===== config.mk =====
export PLATFORM = sky130hd
export DESIGN_NAME = apus_cell
export DESIGN_NICKNAME = d
export VERILOG_FILES = /design/src/hw/rtl/apus_pkg.sv /design/src/hw/rtl/apus_cell.sv
export SDC_FILE = /design/constraint.sdc
export NUM_CORES = 1
export LEC_CHECK = 0
export BUFFER_PORTS_ARGS = -buffer_cell sky130_fd_sc_hd__buf_2
export CAP_MARGIN = 10
export CORE_ASPECT_RATIO = 1.75
export CORE_MARGIN = 2
export CORE_UTILIZATION = 39
export DETAILED_ROUTE_END_ITERATION = 10
export GPL_TIMING_DRIVEN = 1
export MAX_ROUTING_LAYER = met4
export PLACE_DENSITY_LB_ADDON = 0.15
export SETUP_SLACK_MARGIN = 0.2
export SLEW_MARGIN = 10
export SYNTH_ARGS = -nofsm -noshare
export SYNTH_HDL_FRONTEND = slang
export SYNTH_SLANG_ARGS = --single-unit

===== constraint.sdc =====
create_clock -name clock -period 5 [get_ports clock]
set_clock_uncertainty 0.15 [all_clocks]
set_input_delay 0.5 -clock clock [delete_from_list [all_inputs] [get_ports clock]]
set_output_delay 0.5 -clock clock [all_outputs]
set_load 0.01 [all_outputs]

===== src/hw/rtl/apus_pkg.sv =====
// shared constants and types for the agent priority update and sort block
`default_nettype none

package apus_pkg;

   // default sizes handed to the top level parameters
   localparam int MAX_AGENTS_DEF = 64;
   localparam int FRAC_BITS_DEF  = 16;

   // fixed field widths
   localparam int DIST_W  = 16;
   localparam int PRIO_W  = 32;
   localparam int IDX_W   = 6;
   localparam int COUNT_W = 7;

   // divider resolves this many quotient bits per cycle
   localparam int DIV_STEPS = 8;

   // register port
   localparam int CSR_ADDR_W = 3;
   localparam int CSR_DATA_W = 32;
   localparam int REG_IDX_W  = 1;
   localparam logic [REG_IDX_W-1:0] REG_AGENT_COUNT = 1'b0;

   // per-cycle command broadcast along the chain
   typedef struct packed {
      logic insert;
      logic shift;
   } cell_ctl_type;

endpackage

`default_nettype wire


===== src/hw/rtl/apus_cell.sv =====
// one cell of the sorted chain: holds one priority and its agent index
`default_nettype none

module apus_cell (
   input  wire                            clock,
   input  apus_pkg::cell_ctl_type         ctl,
   input  wire                            occupied,
   input  wire  [apus_pkg::PRIO_W-1:0]    new_prio,
   input  wire  [apus_pkg::IDX_W-1:0]     new_idx,
   input  wire                            left_keep,
   input  wire  [apus_pkg::PRIO_W-1:0]    left_prio,
   input  wire  [apus_pkg::IDX_W-1:0]     left_idx,
   input  wire  [apus_pkg::PRIO_W-1:0]    right_prio,
   input  wire  [apus_pkg::IDX_W-1:0]     right_idx,
   output logic                           keep,
   output logic [apus_pkg::PRIO_W-1:0]    prio,
   output logic [apus_pkg::IDX_W-1:0]     idx
);

   logic [apus_pkg::PRIO_W-1:0] prio_ff, prio_in;
   logic [apus_pkg::IDX_W-1:0]  idx_ff, idx_in;

   // entry stays put when it ranks ahead of or equal to the new item
   assign keep = occupied && (prio_ff >= new_prio);

   // insert: hold, take the new item, or take the left neighbor; drain: pull from right
   always_comb begin
      prio_in = prio_ff;
      idx_in  = idx_ff;
      if (ctl.insert) begin
         if (!keep) begin
            if (left_keep) begin
               prio_in = new_prio;
               idx_in  = new_idx;
            end else begin
               prio_in = left_prio;
               idx_in  = left_idx;
            end
         end
      end else if (ctl.shift) begin
         prio_in = right_prio;
         idx_in  = right_idx;
      end
   end

   always_ff @(posedge clock) begin
      prio_ff <= prio_in;
      idx_ff  <= idx_in;
   end

   assign prio = prio_ff;
   assign idx  = idx_ff;

endmodule

`default_nettype wire


Yosys cells after proc, flatten, opt, wreduce, memory -nomap -nowiden. Index checks and enable logic that the tools add are counted.

Flip-flop bits (word level): 38. Output and inout port bits: 39.

Order comparisons: 1. Reductions and logical operators: 3. Mux-type cells: 8. Eq/ne operators: 1.

Operators with widths (number): $mux W32 (4); $ge A32 B32 Y1 (1); $mux W6 (4); $ne A2 B2 Y1 const B (1); $reduce_and A2 Y1 (1); $reduce_bool A2 Y1 (1); $logic_and A1 B1 Y1 (1).

Logic depth before layout (Yosys ltp).
Depth in word-level cells: 4. Gate-level depth with buffers: 7. Gate-level depth less buffers: 7.

Worst setup path after synthesis. Ideal clock, no wire load.

Path kind: input to register. Start point: input new_prio[30] (netlist bit). End point: register idx_ff, in the netlist idx[0], enable pin. Cell stages on the path: 7. Data arrival time: 3.216 ns. Setup slack: 1.196 ns. Required time: 4.412 ns. Setup time: 0.438 ns. Path buffers: 0. Cells stage by stage: inv_1 ha_1 a21oi_1 nand2_1 a221oi_1 nand4_1 o21ai_1.

Cells in the longest elaborated chain, start to end: 4.

Ends and longest elaborated chain: start: declaration (line apus_cell.sv:8) `input wire [apus_pkg::PRIO_W-1:0] new_prio,`; $ge A32 B32 Y1 (line apus_cell.sv:24) `assign keep = occupied && (prio_ff >= new_prio);`; $logic_and A1 B1 Y1 (line apus_cell.sv:24); $ne A2 B2 Y1 (no line); $reduce_and A2 Y1 (no line); end signal: assignment (line apus_cell.sv:48) `idx_ff <= idx_in;`; end: declaration (line apus_cell.sv:21) `logic [apus_pkg::IDX_W-1:0] idx_ff, idx_in;`.

Every way passes these cells. A chain may end at the register's enable or synchronous reset.

Worst setup path in the final report.
Start point: register prio_ff, in the netlist prio[14]. End point: output keep.

Cells in the longest elaborated chain, start to end: 2.

Ends and longest elaborated chain: start: declaration (line apus_cell.sv:20) `logic [apus_pkg::PRIO_W-1:0] prio_ff, prio_in;`; start signal: assignment (line apus_cell.sv:47) `prio_ff <= prio_in;`; $ge A32 B32 Y1 (line apus_cell.sv:24); $logic_and A1 B1 Y1 (line apus_cell.sv:24); end: declaration (line apus_cell.sv:15) `output logic keep,`.

Every way passes these cells.

==> results.cfg <==
[worst_setup_path]
timing.critical_path.from_type = register
worstPathArrival_ns = 2.47
critical_path.endpoint_type = primary output
worstPathRequired_ns = 4.35
critical_path_peak_fanout = 3
timing_worst_setup_path_type = register to primary output

[die]
floorplan.die.width_um = 67.3
die-area_um2 = 7720
top_level_ports = 158
placement_rows = 40
fp.dieH_um = 115
placeableCoreArea_um2 = 6810
floorplan.initialDensity_pct = 40.1

[logic_synthesis]
synth.ff_latch_count = 38
synthesis.area_um2 = 2730
synth.avg_cell_area_um2 = 9.65
post_syn_nets = 434
synth_sequential_area_ratio_pct = 41.8
synth_cells = 283
synth.distinct_cells = 24
ys_warn_count = 0

[clocking]
tritoncts = yes
clk_latency_ns = 0.28
postCtsSetupRepairBufs = 0
number_of_buffers_created_by_cts = 5
root_buf_cell = sky130_fd_sc_hd__clkbuf_16
holdBufCountCts = 0
clock_sink_count = 38
cts_max_path_buffers = 2
cts.reportedPaths.clkPinSlew_ns = 0.06
htree_levels = 2
post_cts_resized = 0

[final_layout]
most_used_cells_in_the_layout_excluding_fill_and_tap_cells = sky130_fd_sc_hd__buf_2, sky130_fd_sc_hd__a21oi_1, sky130_fd_sc_hd__nor2_1
design.final.nets = 587
stdcell_area_um2 = 3740
antenna_cells_inserted = 0
post_route_cells_drive_above_1_share_pct = 38.4
nFillCells = 673
layout_commonest_cell = sky130_fd_sc_hd__buf_2
syn2layout_area_growth_pct = 36.8

[global_route]
grt_util_all_layers_pct = 18.2
grt_pass1_vias = 2422
antenna_violations_before_repair = 0
grt_pass1_wl_um = 10300
overflow = 0
grt_start_max_net_pins = 78

[sta]
finalHoldViolCount = 0
fin_setup_tns_ns = 0
layout_worst_path_cycle_share_pct = 62.5
postLayoutSetupSlackWorst_ns = 1.88
grt_setup_unrepaired = no
setup-violations-final = 0
finalWorstPathRequiredPeriod_ns = 3.12
fmaxAchievable_mhz = 320
timing_max_transition_violations_final = 0
timing.max_slew.rel_slack_pct = 25.7
tightestPinTransition_ns = 1.11

[placement]
pre_cts_ws_ns = 1.80
number_of_port_buffers = 157
detailed_place.area_um2 = 3600
routability_driven_placement_congestion_ratio = 0.739
place_hpwl_um = 5420

[routing]
route.detailed.drc = 0
via_per_inst = 4.91
drt_wl_total_um = 6640
drt_pre_antenna_iters = 6
route.detailed.wl_per_inst_um = 12.7
vias = 2560
drtAntennaViolNets = 0
drtIter0Drc = 85

[power]
vdd_drop_max_mv = 0.198
total_power_w = 0.000982
leakage_nw = 1.92
power_density_nw_per_um2 = 263

[flow_run]
drv_cap = 0

[min_path]
class_of_the_tightest_hold_or_removal_check = input pin to register

[run_status]
status = complete, no violations
[Yosys cell counts]
cell type | number | area, µm²
sky130_fd_sc_hd__nor3_1 | 1 | 5.00
sky130_fd_sc_hd__ha_1 | 32 | 400
sky130_fd_sc_hd__buf_1 | 1 | 3.75
sky130_fd_sc_hd__inv_1 | 33 | 124
sky130_fd_sc_hd__a21oi_1 | 51 | 255
sky130_fd_sc_hd__buf_2 | 3 | 15.0
sky130_fd_sc_hd__a221oi_1 | 1 | 8.76
sky130_fd_sc_hd__a31oi_1 | 1 | 6.26
sky130_fd_sc_hd__nand2b_1 | 2 | 12.5
sky130_fd_sc_hd__nand2_1 | 9 | 33.8
sky130_fd_sc_hd__edfxtp_1 | 38 | 1140
sky130_fd_sc_hd__a2111oi_0 | 1 | 8.76
sky130_fd_sc_hd__or4_1 | 1 | 7.51
sky130_fd_sc_hd__o21ai_1 | 1 | 5.00
sky130_fd_sc_hd__nor2_1 | 40 | 150
sky130_fd_sc_hd__or4b_1 | 1 | 10.0
sky130_fd_sc_hd__o21ai_0 | 4 | 20.0
sky130_fd_sc_hd__nand3_1 | 3 | 15.0
sky130_fd_sc_hd__nand4_1 | 7 | 43.8
sky130_fd_sc_hd__nor3_2 | 1 | 10.0
sky130_fd_sc_hd__o21a_1 | 3 | 22.5
sky130_fd_sc_hd__clkbuf_1 | 9 | 33.8
sky130_fd_sc_hd__mux2i_1 | 39 | 390
sky130_fd_sc_hd__a2bb2oi_1 | 1 | 8.76
[path summary, 6_finish.rpt]
kind / slack, ns / cells past startpoint / to / from
worst max-delay path: 1.88 / 7 / keep / prio[14]$_DFFE_PP_
worst min-delay path: 0.39 / 3 / prio[7]$_DFFE_PP_ / right_prio[7]
worst max register to register: 2.09 / 7 / prio[28]$_DFFE_PP_ / prio[30]$_DFFE_PP_
worst min register to register: 0.90 / 4 / prio[13]$_DFFE_PP_ / prio[31]$_DFFE_PP_
[critical path: stages, from the launching register on]
cell and delay, ns:
sky130_fd_sc_hd__edfxtp_1 0.39, sky130_fd_sc_hd__ha_1 0.33, sky130_fd_sc_hd__nand4_1 0.16, sky130_fd_sc_hd__nor3_2 0.23, sky130_fd_sc_hd__or4b_1 0.46, sky130_fd_sc_hd__a31oi_1 0.33, sky130_fd_sc_hd__o21a_1 0.17, sky130_fd_sc_hd__buf_2 0.13
[through the flow]
step           hold WS [ns]  std cells  util (%)
3_3_place_gp          0.671        513      52.8
2_1_floorplan         0.576        283         -
6_report              0.393        521      54.9
5_1_grt               0.396        521      54.9
3_5_place_dp          0.677        513      52.8
4_1_cts               0.388        521      54.9
[layout make-up]
type	count	area [µm²]	share of cell area, %
Sequential cell	38	1140	30.5
Timing Repair Buffer	159	801	21.4
Inverter	33	124	3.31
Multi-Input combinational cell	199	1430	38.1
Clock inverter	3	16.3	0.435
Tap cell	84	105	2.81
Clock buffer	5	125	3.35
[sequential cells by signal, indices dropped and copies added (netlist names)]
| signal | cells |
|---|---|
| prio | 32 |
| idx | 6 |
[per-layer routing]
| layer | GRT usage (%) | wire [µm] | share of wire, % |
|---|---|---|---|
| met1 | 18.3 | 2340 | 35 |
| met4 | 5.71 | 95 | 1.4 |
| met3 | 3.64 | 504 | 7.6 |
| met5 | - | 0 | 0 |
| met2 | 33.8 | 3700 | 56 |
[power breakdown]
part / leakage, nW / switching [W] / internal [W] / total (W)
Clock: 0.0672 / 0.000117 / 0.000182 / 0.000299
Combinational: 1.48 / 0.000144 / 0.000124 / 0.000267
Sequential: 0.373 / 0.0000159 / 0.000400 / 0.000416
[cell families after synthesis]
kind of cell	Yosys count	share of synthesized area, %
flops	38	41.8
fa+ha+maj	32	14.7
simple gates	65	10.5
mux	39	14.3
buf+inv	46	6.46
compound gates	63	12.3
Power figures use the tool's default switching activity.
