<file path="config.mk">
export PLATFORM = sky130hd
export DESIGN_NAME = apus_div
export DESIGN_NICKNAME = d
export VERILOG_FILES = /design/src/hw/rtl/apus_pkg.sv /design/src/hw/rtl/apus_div.sv
export SDC_FILE = /design/constraint.sdc
export NUM_CORES = 1
export LEC_CHECK = 0
export BUFFER_PORTS_ARGS = -buffer_cell sky130_fd_sc_hd__buf_2
export CAP_MARGIN = 20
export CORE_UTILIZATION = 59
export CTS_BUF_LIST = sky130_fd_sc_hd__clkbuf_16
export DETAILED_ROUTE_END_ITERATION = 12
export PLACE_DENSITY_LB_ADDON = 0.2
export SLEW_MARGIN = 20
export SYNTH_ARGS = -nofsm -noshare
export SYNTH_HDL_FRONTEND = slang
export SYNTH_SLANG_ARGS = --single-unit
</file>
<file path="constraint.sdc">
create_clock -name clock -period 22 [get_ports clock]
set_clock_uncertainty 0.2 [all_clocks]
set_input_delay 1.1 -clock clock [delete_from_list [all_inputs] [get_ports clock]]
set_output_delay 1.1 -clock clock [all_outputs]
set_load 0.01 [all_outputs]
</file>
<file path="src/hw/rtl/apus_pkg.sv">
// shared constants and types for the agent priority update and sort block
`default_nettype none

package apus_pkg;

   // default sizes handed to the top level parameters
   localparam int MAX_AGENTS_DEF = 64;
   localparam int FRAC_BITS_DEF  = 16;

   // fixed field widths
   localparam int DIST_W  = 16;
   localparam int PRIO_W  = 32;
   localparam int IDX_W   = 6;
   localparam int COUNT_W = 7;

   // divider resolves this many quotient bits per cycle
   localparam int DIV_STEPS = 8;

   // register port
   localparam int CSR_ADDR_W = 3;
   localparam int CSR_DATA_W = 32;
   localparam int REG_IDX_W  = 1;
   localparam logic [REG_IDX_W-1:0] REG_AGENT_COUNT = 1'b0;

   // per-cycle command broadcast along the chain
   typedef struct packed {
      logic insert;
      logic shift;
   } cell_ctl_type;

endpackage

`default_nettype wire

</file>
<file path="src/hw/rtl/apus_div.sv">
// radix-2 divider for root priorities, several quotient bits per cycle
`default_nettype none

module apus_div #(
   parameter int FRAC_BITS = apus_pkg::FRAC_BITS_DEF
) (
   input  wire                            clock,
   input  wire                            reset,
   input  wire                            start,
   input  wire  [apus_pkg::DIST_W-1:0]    dividend,
   input  wire  [apus_pkg::COUNT_W-1:0]   divisor,
   output logic                           done,
   output logic [apus_pkg::PRIO_W-1:0]    quotient
);

   localparam int DW     = apus_pkg::DIST_W + FRAC_BITS;
   localparam int STEPS  = apus_pkg::DIV_STEPS;
   localparam int NCYC   = (DW + STEPS - 1) / STEPS;
   localparam int NB     = NCYC * STEPS;
   localparam int CNT_W  = $clog2(NCYC + 1);
   localparam int NB_EXT = (NB > apus_pkg::PRIO_W) ? NB : apus_pkg::PRIO_W + 1;
   localparam int RW     = apus_pkg::COUNT_W;

   logic [NB-1:0]    work_ff, work_in;
   logic [RW-1:0]    rem_ff, rem_in;
   logic [RW-1:0]    div_ff, div_in;
   logic [CNT_W-1:0] cnt_ff, cnt_in;
   logic             busy_ff, busy_in;
   logic             done_ff, done_in;

   logic [NB-1:0]     step_w;
   logic [RW-1:0]     step_r;
   logic [RW:0]       trial;
   logic [NB_EXT-1:0] q_ext;

   // shift-subtract steps of one cycle on the narrow remainder
   always_comb begin
      step_w = work_ff;
      step_r = rem_ff;
      trial  = '0;
      for (int s = 0; s < STEPS; s++) begin
         trial  = {step_r, step_w[NB-1]};
         step_w = {step_w[NB-2:0], 1'b0};
         if (trial >= {1'b0, div_ff}) begin
            trial     = trial - {1'b0, div_ff};
            step_w[0] = 1'b1;
         end
         step_r = trial[RW-1:0];
      end
   end

   // load on start, iterate while busy
   always_comb begin
      work_in = work_ff;
      rem_in  = rem_ff;
      div_in  = div_ff;
      cnt_in  = cnt_ff;
      busy_in = busy_ff;
      done_in = 1'b0;
      if (start) begin
         work_in = NB'(dividend) << FRAC_BITS;
         rem_in  = '0;
         div_in  = (divisor == '0) ? RW'(1) : divisor;
         cnt_in  = CNT_W'(NCYC);
         busy_in = 1'b1;
      end else if (busy_ff) begin
         work_in = step_w;
         rem_in  = step_r;
         cnt_in  = cnt_ff - CNT_W'(1);
         if (cnt_ff == CNT_W'(1)) begin
            busy_in = 1'b0;
            done_in = 1'b1;
         end
      end
   end

   always_ff @(posedge clock) begin
      work_ff <= work_in;
      rem_ff  <= rem_in;
      div_ff  <= div_in;
      if (reset) begin
         cnt_ff  <= '0;
         busy_ff <= 1'b0;
         done_ff <= 1'b0;
      end else begin
         cnt_ff  <= cnt_in;
         busy_ff <= busy_in;
         done_ff <= done_in;
      end
   end

   // saturate quotients that do not fit the priority word
   assign q_ext    = NB_EXT'(work_ff);
   assign quotient = (|q_ext[NB_EXT-1:apus_pkg::PRIO_W]) ? '1 : q_ext[apus_pkg::PRIO_W-1:0];
   assign done     = done_ff;

endmodule

`default_nettype wire

</file>
; Word level (Yosys, flattened, before mapping)
; Index checks and enable logic that the tools add are counted.
[word_totals]
regBits = 51
[classes]
add_sub_neg = 9
magnitude_cmp = 8
n_eq_ne = 1
n_mux = 24
n_bitwise = 1
n_reduce_logical = 4
[ops]
columns = cell, n
row1 = $ge A8 B7 Y1, 8
row2 = $mux W32, 2
row3 = $mux W7, 8
row4 = $sub A7 B7 Y7, 8
row5 = $mux W1, 12
row6 = $logic_not A7 Y1, 1
row7 = $mux W3, 2
row8 = $eq A3 B1 Y1 const B, 1
row9 = $reduce_or A3 Y1, 1
row10 = $sub A3 B1 Y3 const B, 1
row11 = $reduce_bool A2 Y1, 1
row12 = $reduce_or A2 Y1, 1
row13 = $not A1 Y1, 1

; Depth between registers and ports, before layout
; Gate-level depths: netlist of run 1.
[depth]
depth_word = 18
ltp_mapped = 82
ltp_nobuf = 76

; Least setup slack after synthesis of run 1
; No wires, ideal clock.
[synth_timing]
kind = register to register
startpoint = register div_ff[1]
endpoint = register rem_ff[1]
arrival_ns = 15.994
setup_slack_ns = 5.687
stages_incl_launch_ff = 78
period_less_slack_ns = 16.313
path_cell_list = edfxtp_1 > inv_1 > fa_1 > a211oi_2 > o21ai_1 > a21o_1 > mux2i_1 > inv_1 > ha_1 > nor2b_1 > o31a_1 > o311ai_4 > o211ai_1 > or2_4 > clkbuf_1 > o21ai_0 > fa_1 > nor2b_1 > [42 not listed] > a21oi_1 > o21ai_1 > a221o_1 > buf_2 > buf_2 > nor2_1 > a21oi_1 > ha_1 > nor2b_1 > o21ai_0 > nand2b_1 > a21o_1 > a21oi_1 > o21ai_0 > a221oi_2 > buf_6 > a21oi_1 > o31a_1
[synth_between]
elab_chain_cells = 16
word_cells_on_any_way = 24
cone_classes = add/sub (8) / order compare (8) / mux (8)
[synth_lines]
columns = item, line
row1 = start: declaration, apus_div.sv:26  ; logic [RW-1:0] div_ff, div_in;
row2 = start signal: assignment, apus_div.sv:80  ; div_ff <= div_in;
row3 = $sub A7 B7 Y7 or $ge A8 B7 Y1 (tied branches), "apus_div.sv:45, apus_div.sv:44"
row4 = $mux W7, apus_div.sv:44  ; if (trial >= {1'b0, div_ff}) begin
row5 = $sub A7 B7 Y7 or $ge A8 B7 Y1 (tied branches), "apus_div.sv:45, apus_div.sv:44"
row6 = $mux W7, apus_div.sv:44
row7 = $sub A7 B7 Y7 or $ge A8 B7 Y1 (tied branches), "apus_div.sv:45, apus_div.sv:44"
row8 = $mux W7, apus_div.sv:44
row9 = $sub A7 B7 Y7 or $ge A8 B7 Y1 (tied branches), "apus_div.sv:45, apus_div.sv:44"
row10 = $mux W7, apus_div.sv:44
row11 = $sub A7 B7 Y7 or $ge A8 B7 Y1 (tied branches), "apus_div.sv:45, apus_div.sv:44"
row12 = $mux W7, apus_div.sv:44
row13 = $sub A7 B7 Y7 or $ge A8 B7 Y1 (tied branches), "apus_div.sv:45, apus_div.sv:44"
row14 = $mux W7, apus_div.sv:44
row15 = $ge A8 B7 Y1 or $sub A7 B7 Y7 (tied branches), "apus_div.sv:44, apus_div.sv:45"
row16 = $mux W7, apus_div.sv:44
row17 = $sub A7 B7 Y7 or $ge A8 B7 Y1 (tied branches), "apus_div.sv:45, apus_div.sv:44"
row18 = $mux W7 *, apus_div.sv:44
row19 = end signal: assignment, apus_div.sv:79  ; rem_ff <= rem_in;
row20 = end: declaration, apus_div.sv:25  ; logic [RW-1:0] rem_ff, rem_in;
; Mark *: on every way between the ends. The rest lies on a longest branch, timed or not.
; A chain may end at the register's enable or synchronous reset.

; Worst setup path in the final report of run 1
[layout_timing]
startpoint = register div_ff[1]
endpoint = register rem_ff[4]
; Same word-level chain as after synthesis.

==> out/results.tsv, run 1 <==
metric	value	unit
status	finished, final reports clean	
router iterations before antenna repair	5	
Worst Setup SP	div_ff[1]	
Worst path most repeated cell	o21ai_0	
maximum root-to-sink buffer count	2	
CTS tree	done	
largest cells by area after synthesis	ha_1 (14%), edfxtp_1 (13%), dfxtp_1 (11%)	
YS warnings	0	
ys flop type	dfxtp_1	
Buf+Inv Stages, Crit Path	3	
leading area contributor after synthesis	ha_1	
routed wire length per instance	17.2	µm
nets	718	
IO buf count	58	
Core ar.	8680	µm²
CP Launch Type	register	
Setup Buffers After CTS	0	
register area share after synthesis	23.8	%
non-filler cells in the finished layout	735	
worst hold slack	296	ps
Worst R2R Path Depth	71	
post-synthesis compound-gate area fraction	20.5	%
initial antenna violation count	0	
hold buffers post-CTS	0	
placed insts	727	
diode count	0	
unrepaired setup endpoints after global routing	false	
fin crit share	87.7	%
RR Endpoint	rem_ff[4]	
synthesized area per cell	8.67	µm²
slowest cell delay on critical path	770	ps
Post-Synth Simple-Gate Area	16.3	%
Post-DP HPWL	9650	µm
CP delay by family, top	compound AO/OA/AOI/OAI gates	
critical path arrival	19280	ps
number of global-route vias before repair	4177	
full die area	9300	µm²
Mapped Area	5260	µm²
Netlist cell types	64	
proportion of layout cells with a drive suffix above 1	15.9	%
Worst EP required	21990	ps
Post-CTS Resized	0	
Post-DRT Antenna Nets	0	
Placer Congestion	0.960	
mean number of vias per cell	6.12	
Crit Path Max Fanout	18	
Worst Hold Class	register to register	
XOR/XNOR share of the synthesized area	5.16	%
Worst R2R Start	div_ff[1]	
initial DRC count	193	
layout overhead on the synthesized area	5.80	%
# rows	34	
hold path depth	2	
flop2flop setup slack	2700	ps
clock buffer count from CTS	5	
Max H-tree Level	2	
Setup-failing EPs final	0	
Starting Density	60.7	%
CTS sink cnt	51	
die height	96.5	µm
grt ovf	0	
critical path class	register to register	
Worst Hold Endpoint	cnt_ff[1]	
largest family of logic cells by synthesized area	compound AO/OA/AOI/OAI gates	
Final Hold Viols	0	
worst-margin pin slew	951	ps
Boundary Pins	59	
CTS root buffer	clkbuf_16	
crit path capture type	register	
Remaining DRCs	0	
Clk Latency, worst-skew pair	290	ps
Vias	4501	
Final Critical Period	19300	ps
Syn Inst Count	607	
DIE WIDTH	96.5	µm
multiplexer share of the synthesized area	9.27	%
critical path depth in cells	71	
Max Clk Rate	51.8	MHz
overall global routing resource usage	28.4	%
Post-synth EDFFs	23	
Setup TNS Final	0	ps
final wirelength	12600	µm
max-cap violation count	0	
Worst slew margin	36.2	%
Reg clk slew, reported paths	70	ps
Synth Area in Adders	16.8	%
hold path start	cnt_ff[1]	
Pins Over Slew Limit	0	
Async S/R FF share, synth	0	%
pin count of the biggest net entering global routing	63	
share of the synthesized area in the top cell type	13.8	%
flops & latches, synth	51	
syn nets	699	
first-pass GRT wire length	20300	µm
Crit-path slowest cell	a211oi_1	
==> sequential cells by signal, summed over array words and instances (netlist names) <==
| name | flops |
|---|---|
| rem_ff | 7 |
| busy_ff | 1 |
| div_ff | 7 |
| quotient | 32 |
| cnt_ff | 3 |
| done | 1 |
==> synth_stat cells (5+ instances only) <==
master    count
o31a_1        9
and3_1        5
mux2i_1      27
nor2b_1      18
o21ai_0      37
ha_1         58
nand2b_1     10
fa_1          8
a21oi_1      27
buf_4        24
nand4_1       8
a21o_1       14
clkbuf_1     19
o211ai_1      5
o21a_1       11
a22o_1        7
xnor2_1      21
xor2_1       10
nor2_1       54
edfxtp_1     23
a211oi_1     11
mux2_2       16
inv_1        38
nand2_1      47
dfxtp_1      28
==> metal layers <==
layer  vias to the layer above  part of all wire (%)  track usage [%]
met1                      2145                    46             39.2
met2                       135                    48             46.4
met4                         0                   1.5             8.58
li1                       2200                     -                -
met3                        21                   5.0             3.60
met5                         -                     0                0
==> metrics by stage <==
| stage | util (%) | setup WS (ps) | area (µm²) |
|---|---|---|---|
| 2_1_floorplan | - | 5690 | 5260 |
| 3_3_place_gp | 62.4 | 3420 | 5420 |
| 3_5_place_dp | 62.4 | 2970 | 5420 |
| 4_1_cts | 64.2 | 2880 | 5570 |
| 5_1_grt | 64.2 | 1230 | 5570 |
| 6_report | 64.2 | 2700 | 5570 |
==> final cells by class <==
class | instances | area, µm²
inverter | 38 | 143
clock inverter | 3 | 27.5
fill | 752 | 3110
sequential | 51 | 1250
clock buffer | 5 | 125
multi-input combinational | 470 | 3580
timing repair buffer | 60 | 305
tap | 108 | 135
==> placed cells by master (no fill, tap or decap), drive strengths merged, types with 5 or more instances in the layout <==
master,n
o31a,9
o21ai,40
fa,8
a22o,7
nand2b,10
and3,5
ha,58
nor2b,18
a211oi,13
buf,60
clkbuf,5
xnor2,21
xor2,10
o21a,11
mux2i,28
a21o,14
nand2,47
edfxtp,23
inv,40
nor3,5
mux2,17
nand4,8
o211ai,5
a21oi,28
dfxtp,28
and2,5
nor2,54
==> cell families after synthesis <==
| kind of cell | after synthesis |
|---|---|
| and+or+nand+nor | 174 |
| AOI/OAI and AO/OA | 154 |
| buffers and inverters | 86 |
| adders and majority gates | 66 |
| DFF | 51 |
| muxes | 45 |
| xor gates and xnor gates | 31 |
==> worst max path at each step <==
stage | end | slack [ps]
final | rem_ff[4] | 2700
after global routing | rem_ff[4] | 1230
after CTS | rem_ff[4] | 2880
after detailed placement | rem_ff[4] | 2970
after global placement | rem_ff[4] | 3420
after floorplan | rem_ff[1] | 5690
==> tightest hold or removal path: stages (launching register included) <==
cell and delay [ps]:
dfxtp_1 310, nor2_1 80, a2111oi_0 60
Power of run 1 is left out: the tool's default activity adds up to more than one toggle a clock period on the data nets, which glitch-free logic cannot reach.
==> run 2, diff against run 1 <==
--- a/config.mk
+++ b/config.mk
@@ -7,6 +7,7 @@
 export LEC_CHECK = 0
 export BUFFER_PORTS_ARGS = -buffer_cell sky130_fd_sc_hd__buf_2
 export CAP_MARGIN = 20
+export CORE_MARGIN = 2
 export CORE_UTILIZATION = 59
 export CTS_BUF_LIST = sky130_fd_sc_hd__clkbuf_16
 export DETAILED_ROUTE_END_ITERATION = 12
==> run 2 against run 1 <==
Core utilization barely moved. Worst setup slack improved by 130 ps. Routed wire length fell by 2.3%. First-iteration DRC count rose by 5.2%. Critical path depth did not move. Sequential share of layout area barely moved. Global-route usage fell by 2.8 points. Largest cell class unchanged. Critical path type unchanged. Design area barely moved. Final cell count did not move. Maximum frequency rose by 0.70%. Hold slack got worse by 16 ps.
==> out/results.tsv, run 2 (synthesis results as in run 1) <==
metric	value	unit	change
status	finished, final reports clean		unchanged
Worst Hold Class	register to register		unchanged
flop2flop setup slack	2840	ps	was 2700 ps
CTS root buffer	clkbuf_16		unchanged
worst setup path end	rem_ff[5]		was rem_ff[4]
first-pass GRT wire length	20500	µm	was 20300 µm
RR Endpoint	rem_ff[5]		was rem_ff[4]
initial DRC count	203		was 193
Core ar.	8680	µm²	unchanged
Final Critical Period	19160	ps	was 19300 ps
clock buffer count from CTS	5		unchanged
Pins Over Slew Limit	0		unchanged
Remaining DRCs	0		unchanged
Setup Buffers After CTS	0		unchanged
routed wire length per instance	16.8	µm	was 17.2 µm
max-cap violation count	0		unchanged
nets	718		unchanged
unrepaired setup endpoints after global routing	false		unchanged
full die area	9690	µm²	was 9300 µm²
grt ovf	0		unchanged
Boundary Pins	59		unchanged
Crit Path Max Fanout	18		unchanged
CP delay by family, top	compound AO/OA/AOI/OAI gates		unchanged
Setup TNS Final	0	ps	unchanged
Post-DP HPWL	9560	µm	was 9650 µm
slowest cell delay on critical path	740	ps	was 770 ps
Buf+Inv Stages, Crit Path	2		was 3
number of global-route vias before repair	4333		was 4177
diode count	0		unchanged
worst-margin pin slew	882	ps	was 951 ps
mean number of vias per cell	6.01		was 6.12
Worst R2R Start	div_ff[1]		unchanged
CTS tree	done		unchanged
# fillers	778		was 752
most frequent cells in the layout	ha_1 (58), buf_2 (58), nor2_1 (54), nand2_1 (47), inv_1 (38)		unchanged
pin count of the biggest net entering global routing	63		unchanged
Final Hold Viols	0		unchanged
IO buf count	58		unchanged
worst hold slack	281	ps	was 296 ps
layout overhead on the synthesized area	5.78	%	was 5.80%
initial antenna violation count	0		unchanged
maximum root-to-sink buffer count	2		unchanged
Placer Congestion	0.980		was 0.960
Worst R2R Path Depth	71		unchanged
router iterations before antenna repair	4		was 5
Crit-path slowest cell	a221oi_2		was a211oi_1
overall global routing resource usage	25.7	%	was 28.4%
Post-CTS Resized	0		unchanged
Max H-tree Level	2		unchanged
critical path arrival	19150	ps	was 19280 ps
Worst slew margin	40.9	%	was 36.2%
CP Launch Type	register		unchanged
hold buffers post-CTS	0		unchanged
CTS sink cnt	51		unchanged
proportion of layout cells with a drive suffix above 1	15.9	%	unchanged
Post-DRT Antenna Nets	0		unchanged
Worst Setup SP	div_ff[1]		unchanged
final wirelength	12300	µm	was 12600 µm
die height	98.5	µm	was 96.5 µm
Vias	4414		was 4501
Worst EP required	21990	ps	about the same
critical path class	register to register		unchanged
DIE WIDTH	98.5	µm	was 96.5 µm
Setup-failing EPs final	0		unchanged
Clk Latency, worst-skew pair	290	ps	about the same
Reg clk slew, reported paths	70	ps	about the same
Starting Density	60.7	%	unchanged
fin crit share	87.1	%	was 87.7%
crit path capture type	register		unchanged
Max Clk Rate	52.2	MHz	was 51.8 MHz
critical path depth in cells	71		unchanged
max reg flops	32		unchanged
# rows	34		unchanged
## run 2: worst register-to-register path, delay by kind of cell (launching register included)
kind	cells	cell delay (ps)
AOI/OAI and AO/OA	37	8890
adders and majority gates	8	3010
buffers and inverters	2	460
DFF	1	730
muxes	9	2960
and+or+nand+nor	15	2800
## run 2: stage by stage
| step | std cells | worst slack (ps) | area, µm² | utilization, % |
|---|---|---|---|---|
| global placement | 727 | 3450 | 5420 | 62.4 |
| global route | 735 | 1460 | 5570 | 64.2 |
| CTS | 735 | 2970 | 5570 | 64.2 |
| floorplan | 607 | 5690 | 5260 | - |
| finish | 735 | 2840 | 5570 | 64.2 |
| detailed placement | 727 | 3070 | 5420 | 62.4 |
## run 2: cell type report
class | instances | area [µm²] | share of cell area (%)
tap | 108 | 135 | 2.43
timing repair buffer | 60 | 305 | 5.48
sequential | 51 | 1250 | 22.5
multi-input combinational | 470 | 3580 | 64.3
inverter | 38 | 143 | 2.56
clock buffer | 5 | 125 | 2.25
clock inverter | 3 | 26.3 | 0.472
## run 2: worst min path at each step
stage	endpoint	depth (start not counted)	startpoint	slack, ps
after floorplan	cnt_ff[1]	2	cnt_ff[1]	260
after global placement	cnt_ff[1]	2	cnt_ff[1]	270
after detailed placement	cnt_ff[1]	2	cnt_ff[1]	270
after CTS	cnt_ff[1]	2	cnt_ff[1]	280
after global routing	cnt_ff[1]	2	cnt_ff[1]	310
final	cnt_ff[1]	2	cnt_ff[1]	280
## run 2: per-layer routing
layer	vias up	track usage, %	share of wire (%)
met5	-	0	0
met4	0	8.32	1.9
met3	18	2.48	4.3
met2	127	43.9	48
met1	2081	34.4	46
li1	2188	-	-
Power of run 2 is left out for the same reason.
